[src/rtl/core/dtbl_pkg.sv]
// Shared types, widths and codes for the dual token bucket limiter.
package dtbl_pkg;

    localparam int TIME_W    = 48;
    localparam int TOKEN_W   = 32;
    localparam int RATE_W    = 24;
    localparam int SIZE_W    = 16;
    localparam int ELAPSED_W = 32;
    localparam int CFG_W     = 32;
    localparam int CNT_W     = $clog2(TOKEN_W);

    localparam logic [ELAPSED_W-1:0] ELAPSED_MAX = '1;
    localparam logic                 CMD_START   = 1'b0;

    typedef struct packed {
        logic              command;
        logic [TIME_W-1:0] now_ms;
        logic [SIZE_W-1:0] request_size;
    } t_in_item;

    typedef struct packed {
        logic               allowed;
        logic [TOKEN_W-1:0] committed_level;
        logic [TOKEN_W-1:0] excess_level;
    } t_out_item;

    typedef enum logic [1:0] {
        CFG_C_BURST = 2'd0,
        CFG_C_RATE  = 2'd1,
        CFG_E_BURST = 2'd2,
        CFG_E_RATE  = 2'd3
    } t_cfg_idx;

    typedef enum logic [2:0] {
        DP_NOP,
        DP_LOAD,
        DP_START,
        DP_ELAPSED,
        DP_CHECK,
        DP_APPLY,
        DP_TAKE,
        DP_OUT
    } t_dp_op;

    typedef enum logic {
        BKT_COMMIT,
        BKT_EXCESS
    } t_bucket;

    typedef struct packed {
        t_dp_op  op;
        t_bucket sel;
    } t_dp_cmd;

    typedef struct packed {
        logic is_start;
        logic skip;
        logic time_zero;
        logic div_done;
    } t_dp_status;

    typedef enum logic [2:0] {
        ST_IDLE,
        ST_DECODE,
        ST_C_CHECK,
        ST_C_WAIT,
        ST_E_CHECK,
        ST_E_WAIT,
        ST_TAKE,
        ST_FINISH
    } t_state;

endpackage

[src/rtl/core/dtbl_div.sv]
// Radix-2 restoring divider that turns free space and rate into whole milliseconds.
module dtbl_div (
    input  logic                            i_clk,
    input  logic                            i_rst_n,
    input  logic                            i_start,
    input  logic [dtbl_pkg::TOKEN_W-1:0]    i_dividend,
    input  logic [dtbl_pkg::RATE_W-1:0]     i_divisor,
    output logic [dtbl_pkg::TOKEN_W-1:0]    o_quotient,
    output logic                            o_done
);
    import dtbl_pkg::*;

    logic               r_busy;
    logic               r_done;
    logic [CNT_W-1:0]   r_cnt;
    logic [RATE_W-1:0]  r_rem;
    logic [RATE_W-1:0]  r_den;
    logic [TOKEN_W-1:0] r_quo;

    logic [RATE_W:0]    trial;
    logic [RATE_W:0]    diff;
    logic               ge;
    logic [RATE_W-1:0]  n_rem;
    logic [TOKEN_W-1:0] n_quo;

    always_comb begin
        trial = {r_rem, r_quo[TOKEN_W-1]};
        diff  = trial - {1'b0, r_den};
        ge    = trial >= {1'b0, r_den};
        n_rem = ge ? diff[RATE_W-1:0] : trial[RATE_W-1:0];
        n_quo = {r_quo[TOKEN_W-2:0], ge};
    end

    always_ff @(posedge i_clk) begin
        if (!i_rst_n) begin
            r_busy <= 1'b0;
            r_done <= 1'b0;
            r_cnt  <= '0;
        end else if (i_start) begin
            r_busy <= 1'b1;
            r_done <= 1'b0;
            r_cnt  <= '0;
        end else if (r_busy) begin
            r_cnt <= r_cnt + 1'b1;
            if (r_cnt == CNT_W'(TOKEN_W - 1)) begin
                r_busy <= 1'b0;
                r_done <= 1'b1;
            end
        end
    end

    always_ff @(posedge i_clk) begin
        if (i_start) begin
            r_rem <= '0;
            r_den <= i_divisor;
            r_quo <= i_dividend;
        end else if (r_busy) begin
            r_rem <= n_rem;
            r_quo <= n_quo;
        end
    end

    assign o_quotient = r_quo;
    assign o_done     = r_done;

endmodule

[src/rtl/core/dtbl_dp.sv]
// Datapath with configuration registers, bucket levels, refill arithmetic and output register.
module dtbl_dp (
    input  logic                         i_clk,
    input  logic                         i_rst_n,
    input  logic                         i_cfg_valid,
    input  dtbl_pkg::t_cfg_idx           i_cfg_index,
    input  logic [dtbl_pkg::CFG_W-1:0]   i_cfg_data,
    input  dtbl_pkg::t_in_item           i_data,
    input  dtbl_pkg::t_dp_cmd            i_cmd,
    output dtbl_pkg::t_dp_status         o_status,
    output dtbl_pkg::t_out_item          o_data
);
    import dtbl_pkg::*;

    logic [TOKEN_W-1:0]   r_c_burst;
    logic [RATE_W-1:0]    r_c_rate;
    logic [TOKEN_W-1:0]   r_e_burst;
    logic [RATE_W-1:0]    r_e_rate;
    logic [TIME_W-1:0]    r_last;
    logic [TOKEN_W-1:0]   r_c_lvl;
    logic [TOKEN_W-1:0]   r_e_lvl;

    logic                 r_cmd;
    logic [TIME_W-1:0]    r_now;
    logic [SIZE_W-1:0]    r_size;
    logic [ELAPSED_W-1:0] r_time;
    logic [TOKEN_W-1:0]   r_prod;
    logic                 r_allowed;
    t_out_item            r_out;

    logic [TOKEN_W-1:0]          lvl;
    logic [TOKEN_W-1:0]          burst;
    logic [RATE_W-1:0]           rate;
    logic [TOKEN_W-1:0]          space;
    logic                        full;
    logic                        rate_zero;
    logic [TIME_W-1:0]           gap;
    logic [ELAPSED_W-1:0]        elapsed;
    logic [ELAPSED_W+RATE_W-1:0] prod_full;
    logic [TOKEN_W-1:0]          need;
    logic                        div_done;
    logic                        div_start;
    logic                        covers;
    logic [TOKEN_W-1:0]          n_lvl;
    logic [TOKEN_W-1:0]          size_ext;

    always_comb begin
        lvl       = (i_cmd.sel == BKT_EXCESS) ? r_e_lvl : r_c_lvl;
        burst     = (i_cmd.sel == BKT_EXCESS) ? r_e_burst : r_c_burst;
        rate      = (i_cmd.sel == BKT_EXCESS) ? r_e_rate : r_c_rate;
        full      = lvl >= burst;
        space     = burst - lvl;
        rate_zero = rate == '0;
        div_start = (i_cmd.op == DP_CHECK) && !full && !rate_zero;
        prod_full = r_time * rate;
        gap       = r_now - r_last;
        elapsed   = (gap > TIME_W'(ELAPSED_MAX)) ? ELAPSED_MAX : gap[ELAPSED_W-1:0];
        covers    = r_time >= need;
        n_lvl     = covers ? burst : lvl + r_prod;
        size_ext  = TOKEN_W'(r_size);
    end

    dtbl_div u_div (
        .i_clk      (i_clk),
        .i_rst_n    (i_rst_n),
        .i_start    (div_start),
        .i_dividend (space),
        .i_divisor  (rate),
        .o_quotient (need),
        .o_done     (div_done)
    );

    always_ff @(posedge i_clk) begin
        if (!i_rst_n) begin
            r_c_burst <= '0;
            r_c_rate  <= '0;
            r_e_burst <= '0;
            r_e_rate  <= '0;
            r_last    <= '0;
            r_c_lvl   <= '0;
            r_e_lvl   <= '0;
        end else begin
            if (i_cfg_valid) begin
                unique case (i_cfg_index)
                    CFG_C_BURST: r_c_burst <= i_cfg_data[TOKEN_W-1:0];
                    CFG_C_RATE:  r_c_rate  <= i_cfg_data[RATE_W-1:0];
                    CFG_E_BURST: r_e_burst <= i_cfg_data[TOKEN_W-1:0];
                    CFG_E_RATE:  r_e_rate  <= i_cfg_data[RATE_W-1:0];
                    default: ;
                endcase
            end
            unique case (i_cmd.op)
                DP_START: begin
                    r_last  <= r_now;
                    r_c_lvl <= r_c_burst;
                    r_e_lvl <= '0;
                end
                DP_ELAPSED: begin
                    if (r_now > r_last) begin
                        r_last <= r_now;
                    end
                end
                DP_APPLY: begin
                    if (i_cmd.sel == BKT_EXCESS) begin
                        r_e_lvl <= n_lvl;
                    end else begin
                        r_c_lvl <= n_lvl;
                    end
                end
                DP_TAKE: begin
                    if (size_ext <= r_c_lvl) begin
                        r_c_lvl <= r_c_lvl - size_ext;
                    end else if (size_ext <= r_e_lvl) begin
                        r_e_lvl <= r_e_lvl - size_ext;
                    end
                end
                default: ;
            endcase
        end
    end

    always_ff @(posedge i_clk) begin
        unique case (i_cmd.op)
            DP_LOAD: begin
                r_cmd  <= i_data.command;
                r_now  <= i_data.now_ms;
                r_size <= i_data.request_size;
            end
            DP_START: begin
                r_allowed <= 1'b1;
            end
            DP_ELAPSED: begin
                r_time <= (r_now > r_last) ? elapsed : '0;
            end
            DP_CHECK: begin
                r_prod <= prod_full[TOKEN_W-1:0];
                if (!full && rate_zero) begin
                    r_time <= '0;
                end
            end
            DP_APPLY: begin
                r_time <= covers ? r_time - need : '0;
            end
            DP_TAKE: begin
                r_allowed <= (size_ext <= r_c_lvl) || (size_ext <= r_e_lvl);
            end
            DP_OUT: begin
                r_out.allowed         <= r_allowed;
                r_out.committed_level <= r_c_lvl;
                r_out.excess_level    <= r_e_lvl;
            end
            default: ;
        endcase
    end

    always_comb begin
        o_status.is_start  = r_cmd == CMD_START;
        o_status.skip      = full || rate_zero;
        o_status.time_zero = r_time == '0;
        o_status.div_done  = div_done;
    end

    assign o_data = r_out;

endmodule

[src/rtl/core/dtbl_ctrl.sv]
// Controller state machine that sequences one item through the datapath.
module dtbl_ctrl (
    input  logic                  i_clk,
    input  logic                  i_rst_n,
    input  logic                  i_valid,
    output logic                  o_stall,
    output logic                  o_valid,
    input  logic                  i_stall,
    input  dtbl_pkg::t_dp_status  i_status,
    output dtbl_pkg::t_dp_cmd     o_cmd
);
    import dtbl_pkg::*;

    t_state r_state;
    t_state n_state;
    logic   r_out_valid;
    logic   n_out_valid;

    always_ff @(posedge i_clk) begin
        if (!i_rst_n) begin
            r_state     <= ST_IDLE;
            r_out_valid <= 1'b0;
        end else begin
            r_state     <= n_state;
            r_out_valid <= n_out_valid;
        end
    end

    always_comb begin
        n_state     = r_state;
        o_cmd.op    = DP_NOP;
        o_cmd.sel   = BKT_COMMIT;
        o_stall     = 1'b1;
        n_out_valid = r_out_valid && i_stall;
        unique case (r_state)
            ST_IDLE: begin
                o_stall = 1'b0;
                if (i_valid) begin
                    o_cmd.op = DP_LOAD;
                    n_state  = ST_DECODE;
                end
            end
            ST_DECODE: begin
                if (i_status.is_start) begin
                    o_cmd.op = DP_START;
                    n_state  = ST_FINISH;
                end else begin
                    o_cmd.op = DP_ELAPSED;
                    n_state  = ST_C_CHECK;
                end
            end
            ST_C_CHECK: begin
                o_cmd.op = DP_CHECK;
                n_state  = i_status.skip ? ST_E_CHECK : ST_C_WAIT;
            end
            ST_C_WAIT: begin
                if (i_status.div_done) begin
                    o_cmd.op = DP_APPLY;
                    n_state  = ST_E_CHECK;
                end
            end
            ST_E_CHECK: begin
                o_cmd.sel = BKT_EXCESS;
                if (i_status.time_zero) begin
                    n_state = ST_TAKE;
                end else begin
                    o_cmd.op = DP_CHECK;
                    n_state  = i_status.skip ? ST_TAKE : ST_E_WAIT;
                end
            end
            ST_E_WAIT: begin
                o_cmd.sel = BKT_EXCESS;
                if (i_status.div_done) begin
                    o_cmd.op = DP_APPLY;
                    n_state  = ST_TAKE;
                end
            end
            ST_TAKE: begin
                o_cmd.op = DP_TAKE;
                n_state  = ST_FINISH;
            end
            ST_FINISH: begin
                if (!r_out_valid || !i_stall) begin
                    o_cmd.op    = DP_OUT;
                    n_out_valid = 1'b1;
                    n_state     = ST_IDLE;
                end
            end
            default: n_state = ST_IDLE;
        endcase
    end

    assign o_valid = r_out_valid;

    a_accept_decode: assert property (@(posedge i_clk) disable iff (!i_rst_n)
        (i_valid && !o_stall) |=> (r_state == ST_DECODE))
        else $error("accepted item did not move to decode");

    a_out_free: assert property (@(posedge i_clk) disable iff (!i_rst_n)
        (o_cmd.op == DP_OUT) |-> !(r_out_valid && i_stall))
        else $error("output register overwritten while held");

    a_commit_to_excess: assert property (@(posedge i_clk) disable iff (!i_rst_n)
        (r_state == ST_C_WAIT && i_status.div_done) |=> (r_state == ST_E_CHECK))
        else $error("committed refill did not hand over to excess bucket");

    a_out_follows_finish: assert property (@(posedge i_clk) disable iff (!i_rst_n)
        ($rose(r_out_valid)) |-> ($past(r_state) == ST_FINISH))
        else $error("result shown without finishing an item");

endmodule

[src/rtl/core/dual_token_bucket_limiter_core.sv]
// Top level of the dual token bucket limiter: controller, datapath and configuration port.
//
//   Channel   Direction  Handshake                 Payload
//   input     in         i_valid / o_stall         i_data  (command, now_ms, request_size)
//   output    out        o_valid / i_stall         o_data  (allowed, levels)
//   config    in         i_cfg_valid / o_cfg_ready i_cfg_index, i_cfg_data
//
// A start item goes from decode straight to finish. A request item's duration is set by
// the shared one-bit-per-cycle divider, run once for each bucket that is neither full nor
// at zero rate (the excess one only with time left); the controller waits for each run.
// Reset is synchronous and clears configuration, time base and both levels to zero.
// A new item is taken while a finished result waits in the output register; a stalled
// output only holds back the end of the following item.
module dual_token_bucket_limiter_core (
    input  logic                        i_clk,
    input  logic                        i_rst_n,
    input  logic                        i_valid,
    output logic                        o_stall,
    input  dtbl_pkg::t_in_item          i_data,
    output logic                        o_valid,
    input  logic                        i_stall,
    output dtbl_pkg::t_out_item         o_data,
    input  logic                        i_cfg_valid,
    output logic                        o_cfg_ready,
    input  dtbl_pkg::t_cfg_idx          i_cfg_index,
    input  logic [dtbl_pkg::CFG_W-1:0]  i_cfg_data
);
    import dtbl_pkg::*;

    t_dp_cmd    dp_cmd;
    t_dp_status dp_status;

    assign o_cfg_ready = 1'b1;

    dtbl_ctrl u_ctrl (
        .i_clk    (i_clk),
        .i_rst_n  (i_rst_n),
        .i_valid  (i_valid),
        .o_stall  (o_stall),
        .o_valid  (o_valid),
        .i_stall  (i_stall),
        .i_status (dp_status),
        .o_cmd    (dp_cmd)
    );

    dtbl_dp u_dp (
        .i_clk       (i_clk),
        .i_rst_n     (i_rst_n),
        .i_cfg_valid (i_cfg_valid),
        .i_cfg_index (i_cfg_index),
        .i_cfg_data  (i_cfg_data),
        .i_data      (i_data),
        .i_cmd       (dp_cmd),
        .o_status    (dp_status),
        .o_data      (o_data)
    );

endmodule

[config.mk]
export PLATFORM = sky130hd
export DESIGN_NAME = dual_token_bucket_limiter_core
export DESIGN_NICKNAME = d
export VERILOG_FILES = /design/src/rtl/core/dtbl_pkg.sv /design/src/rtl/core/dtbl_div.sv /design/src/rtl/core/dtbl_dp.sv /design/src/rtl/core/dtbl_ctrl.sv /design/src/rtl/core/dual_token_bucket_limiter_core.sv
export SDC_FILE = /design/constraint.sdc
export NUM_CORES = 2
export LEC_CHECK = 0
export ABC_AREA = 1
export BUFFER_PORTS_ARGS = -buffer_cell sky130_fd_sc_hd__buf_4
export CAP_MARGIN = 15
export CORE_AREA = 3 3 289 291
export CTS_CLUSTER_DIAMETER = 120
export DETAILED_ROUTE_END_ITERATION = 10
export DIE_AREA = 0 0 292 294
export PLACE_DENSITY = 0.77
export SLEW_MARGIN = 5
export SYNTH_ARGS = -nofsm -noshare
export SYNTH_HDL_FRONTEND = slang
export SYNTH_SLANG_ARGS = --single-unit
[constraint.sdc]
create_clock -name i_clk -period 15.6 [get_ports i_clk]
set_input_delay 0.78 -clock i_clk [delete_from_list [all_inputs] [get_ports i_clk]]
set_output_delay 0.78 -clock i_clk [all_outputs]
set_load 0.01 [all_outputs]
==> results.sh <==
export IMPL_ys_seq_elements=510
export IMPL_syn_cell_area_mm2=0.0485
export IMPL_ys_seq_area_frac=0.262
export IMPL_die_h_um=294
export IMPL_ant_nets=0
export IMPL_drt_iter0_markers=4636
export IMPL_max_freq_mhz=117
export IMPL_clock_path_buffers=3
export IMPL_worstPathMaxFanout=78
export IMPL_cts_sinks=510
export IMPL_grt_start_max_net_pins=120
export IMPL_finalCriticalPeriod_ns=8.53
export IMPL_cp_end_kind="flop"
export IMPL_die_w_um=292
export IMPL_clk_pin_slew_worst_paths_ns=0.07
export IMPL_synth_top_area_frac=0.163
export IMPL_crit_path_start_kind="flop"
export IMPL_synth_top_cell_by_area="fa_1"
export IMPL_tightest_slew_ns=1.19
export IMPL_post_cts_buffers=0
export IMPL_criticalPathCategory="reg -> reg"
export IMPL_core_mm2=0.0808
export IMPL_layout_nets=7488
export IMPL_drc=0
export IMPL_cts_hold_buffers=0
export IMPL_track_usage=0.390
export IMPL_r2r_slack_ns=7.07
export IMPL_syn_avg_cell_area_um2=7.33
export IMPL_rsz0062_at_grt="no"
export IMPL_clock_skew_ns=0.0332
export IMPL_holdCritStartpoint="i_data[10]"
export IMPL_r2r_start="u_ctrl.r_state[2]$_SDFFE_PN0P_"
export IMPL_dieArea_mm2=0.0858
export IMPL_insertion_delay_ns=0.66
export IMPL_htreeDepth=2
export IMPL_setup_viol=0
export IMPL_synth_edf_count=251
export IMPL_ys_flop_type="dfxtp_1"
export IMPL_cts_tree="built"
export IMPL_layout_drive_gt1_share=0.0606
export IMPL_io_pin_count=172
export IMPL_wl_mm=169
export IMPL_cts_buffers=57
export IMPL_drt_pass1_iterations=8
export IMPL_overflow=0
export IMPL_hold_end="u_dp.r_size[10]$_DFFE_PN_"
export IMPL_setup_tns_final_ns=0
export IMPL_r2r_end="u_dp.r_prod[28]$_DFFE_PP_"
export IMPL_relSlewSlack=0.202
export IMPL_arrival_ns=8.94
export IMPL_cts_root_buf="clkbuf_16"
export IMPL_r2r_cells=27
export IMPL_port_buffers=170
export IMPL_drv_slew=0
export IMPL_initial_core_util=0.601
export IMPL_grt_first_pass_wirelength_mm=255
export IMPL_synth_fp_nets=7411
export IMPL_holdPathStages=1
export IMPL_hpwlAfterDp_mm=133
export IMPL_outcome="finished, final reports clean"
export IMPL_maxCapViolations=0
export IMPL_placementRows=104
export IMPL_yosysWarnings=0
export IMPL_ys_types=61
export IMPL_worst_hold_path_type="in -> reg"
export IMPL_cts_resized=0
export IMPL_grt_pass1_vias=43600
export IMPL_crit_required_ns=16.01
export IMPL_vias=45500
export IMPL_antenna_found_initial=15
export IMPL_gp_congestion=1.05
export IMPL_async_reset_ff_frac=0
export IMPL_synth_cells=6619
export IMPL_area_delta_synth_final_pct=8.12
export IMPL_avgViaCountPerCell=5.82
export IMPL_fillers=7212
export IMPL_ys_top_cells_by_area="fa_1 16%, edfxtp_1 16%, nand2_1 12%"
export IMPL_routedWlPerCell_um=21.6
export IMPL_fin_crit_sh=0.547
export IMPL_hold_viol_final=0
## flip-flops by register name (all words and copies together), names as in the netlist, 16 cells and up
| name | flops |
|---|---|
| u_dp.r_time | 32 |
| u_dp.u_div.r_rem | 24 |
| u_dp.r_last | 48 |
| u_dp.o_data | 65 |
| u_dp.r_e_lvl | 32 |
| u_dp.r_prod | 32 |
| u_dp.u_div.o_quotient | 32 |
| u_dp.r_size | 16 |
| u_dp.r_e_rate | 24 |
| u_dp.r_e_burst | 32 |
| u_dp.r_c_lvl | 32 |
| u_dp.r_now | 48 |
| u_dp.r_c_burst | 32 |
| u_dp.r_c_rate | 24 |
| u_dp.u_div.r_den | 24 |
## worst max-delay path by stage
stage,start,to,depth (start not counted)
floorplan,i_stall,u_dp.r_cmd$_DFFE_PN_,5
global placement,u_ctrl.r_state[2]$_SDFFE_PN0P_,u_dp.r_prod[29]$_DFFE_PP_,28
detailed placement,u_ctrl.r_state[2]$_SDFFE_PN0P_,u_dp.r_prod[28]$_DFFE_PP_,27
CTS,u_ctrl.r_state[2]$_SDFFE_PN0P_,u_dp.r_prod[28]$_DFFE_PP_,27
global route,u_ctrl.r_state[2]$_SDFFE_PN0P_,u_dp.r_prod[28]$_DFFE_PP_,27
finish,u_ctrl.r_state[2]$_SDFFE_PN0P_,u_dp.r_prod[28]$_DFFE_PP_,27
## stage by stage
step	instance area (µm²)	instances	setup WS, ns	util	hold WS (ns)
floorplan	48500	6619	7.36	-	0.400
global placement	50500	7695	7.55	0.625	0.417
detailed placement	50500	7695	7.28	0.625	0.415
CTS	52400	7803	7.24	0.648	0.280
global route	52400	7805	6.75	0.649	0.288
finish	52500	7817	7.07	0.649	0.295
## worst max-delay path, cell delays in order, from the launching register on
cell and delay [ns]:
dfxtp_1 0.54, nand2_4 0.55, nand2_1 0.32, o21ai_4 0.07, buf_4 0.28, inv_1 0.72, nand2_1 0.16, fa_1 0.55
inv_1 0.05, fa_1 0.47, inv_1 0.07, fa_1 0.54, inv_1 0.06, fa_1 0.49, fa_1 0.51, fa_1 0.50
inv_1 0.05, fa_1 0.47, inv_1 0.04, ha_1 0.38, nand2_1 0.12, nor4_1 0.47, nand4_1 0.19, nand3_1 0.17
nand3_1 0.08, nand2_1 0.12, a31oi_1 0.11, xor2_1 0.15
## layout make-up
class,instances,area [µm²],share of cell area
multi-input combinational,4681,30200,0.576
sequential,510,12700,0.242
inverter,1226,4600,0.0878
timing repair buffer,220,1670,0.0319
clock buffer,72,1540,0.0294
tap,1060,1330,0.0253
clock inverter,36,338,0.00644
antenna,12,30.0,0.000572
## cells in the mapped netlist, types with 5 or more instances
master and instances:
nor2_2 13, buf_4 12, nand3_2 5, nor4_1 18, o211ai_1 20, o21ai_2 8
fa_1 396, ha_1 292, a21boi_0 9, nand2_1 1488, inv_1 1202, nand3b_1 22
o21ai_0 421, a21oi_1 504, nand2_2 11, nor2_1 737, edfxtp_1 251, xor2_1 90
buf_6 19, a211oi_1 11, clkbuf_1 134, o21ai_1 43, buf_2 29, xnor2_1 78
nor3_1 49, clkinv_1 9, a21o_1 25, dfxtp_1 259, buf_1 5, nand4_1 73
nand3_1 234, a31oi_1 21, nor3b_1 5, o21a_1 13, o21bai_1 30, or2_2 20
inv_2 14
## logic make-up (layout without fill, tap and decap cells)
kind of cell    count (synthesis)  count (layout)  synth area share
xor+xnor                      168             168            0.0303
compound gates               1131            1131             0.126
buf+inv                      1428            1554             0.116
flops                         510             510             0.262
simple gates                 2693            2693             0.227
fa+ha+maj                     688             688             0.239
other cells                     1              13         0.0000773
## routing by layer
layer	part of all wire	track usage	wire length, µm	up-vias
met4	0.066	0.213	11200	10
met3	0.11	0.0891	18100	603
met5	0.00037	0	62	-
li1	-	-	-	21100
met1	0.39	0.501	65900	21300
met2	0.44	0.615	73900	2501
## cells in the final DEF (no fill, tap or decap), drive strengths merged, types with 4 or more instances in the layout
cell type and instances:
a211oi 11, a21boi 9, a21o 25, a21oi 506
a221oi 4, a31o 4, a31oi 22, buf 220
bufinv 4, clkbuf 72, clkinv 31, clkinvlp 4
dfxtp 259, diode 12, edfxtp 251, fa 396
ha 292, inv 1223, nand2 1501, nand3 239
nand3b 22, nand4 73, nor2 753, nor3 53
nor3b 5, nor4 18, o211ai 20, o21a 13
o21ai 476, o21bai 30, or2 21, xnor2 78
xor2 90
Power is not shown: default switching activity piles up to over one toggle a cycle in this logic, so the estimate is an artifact.
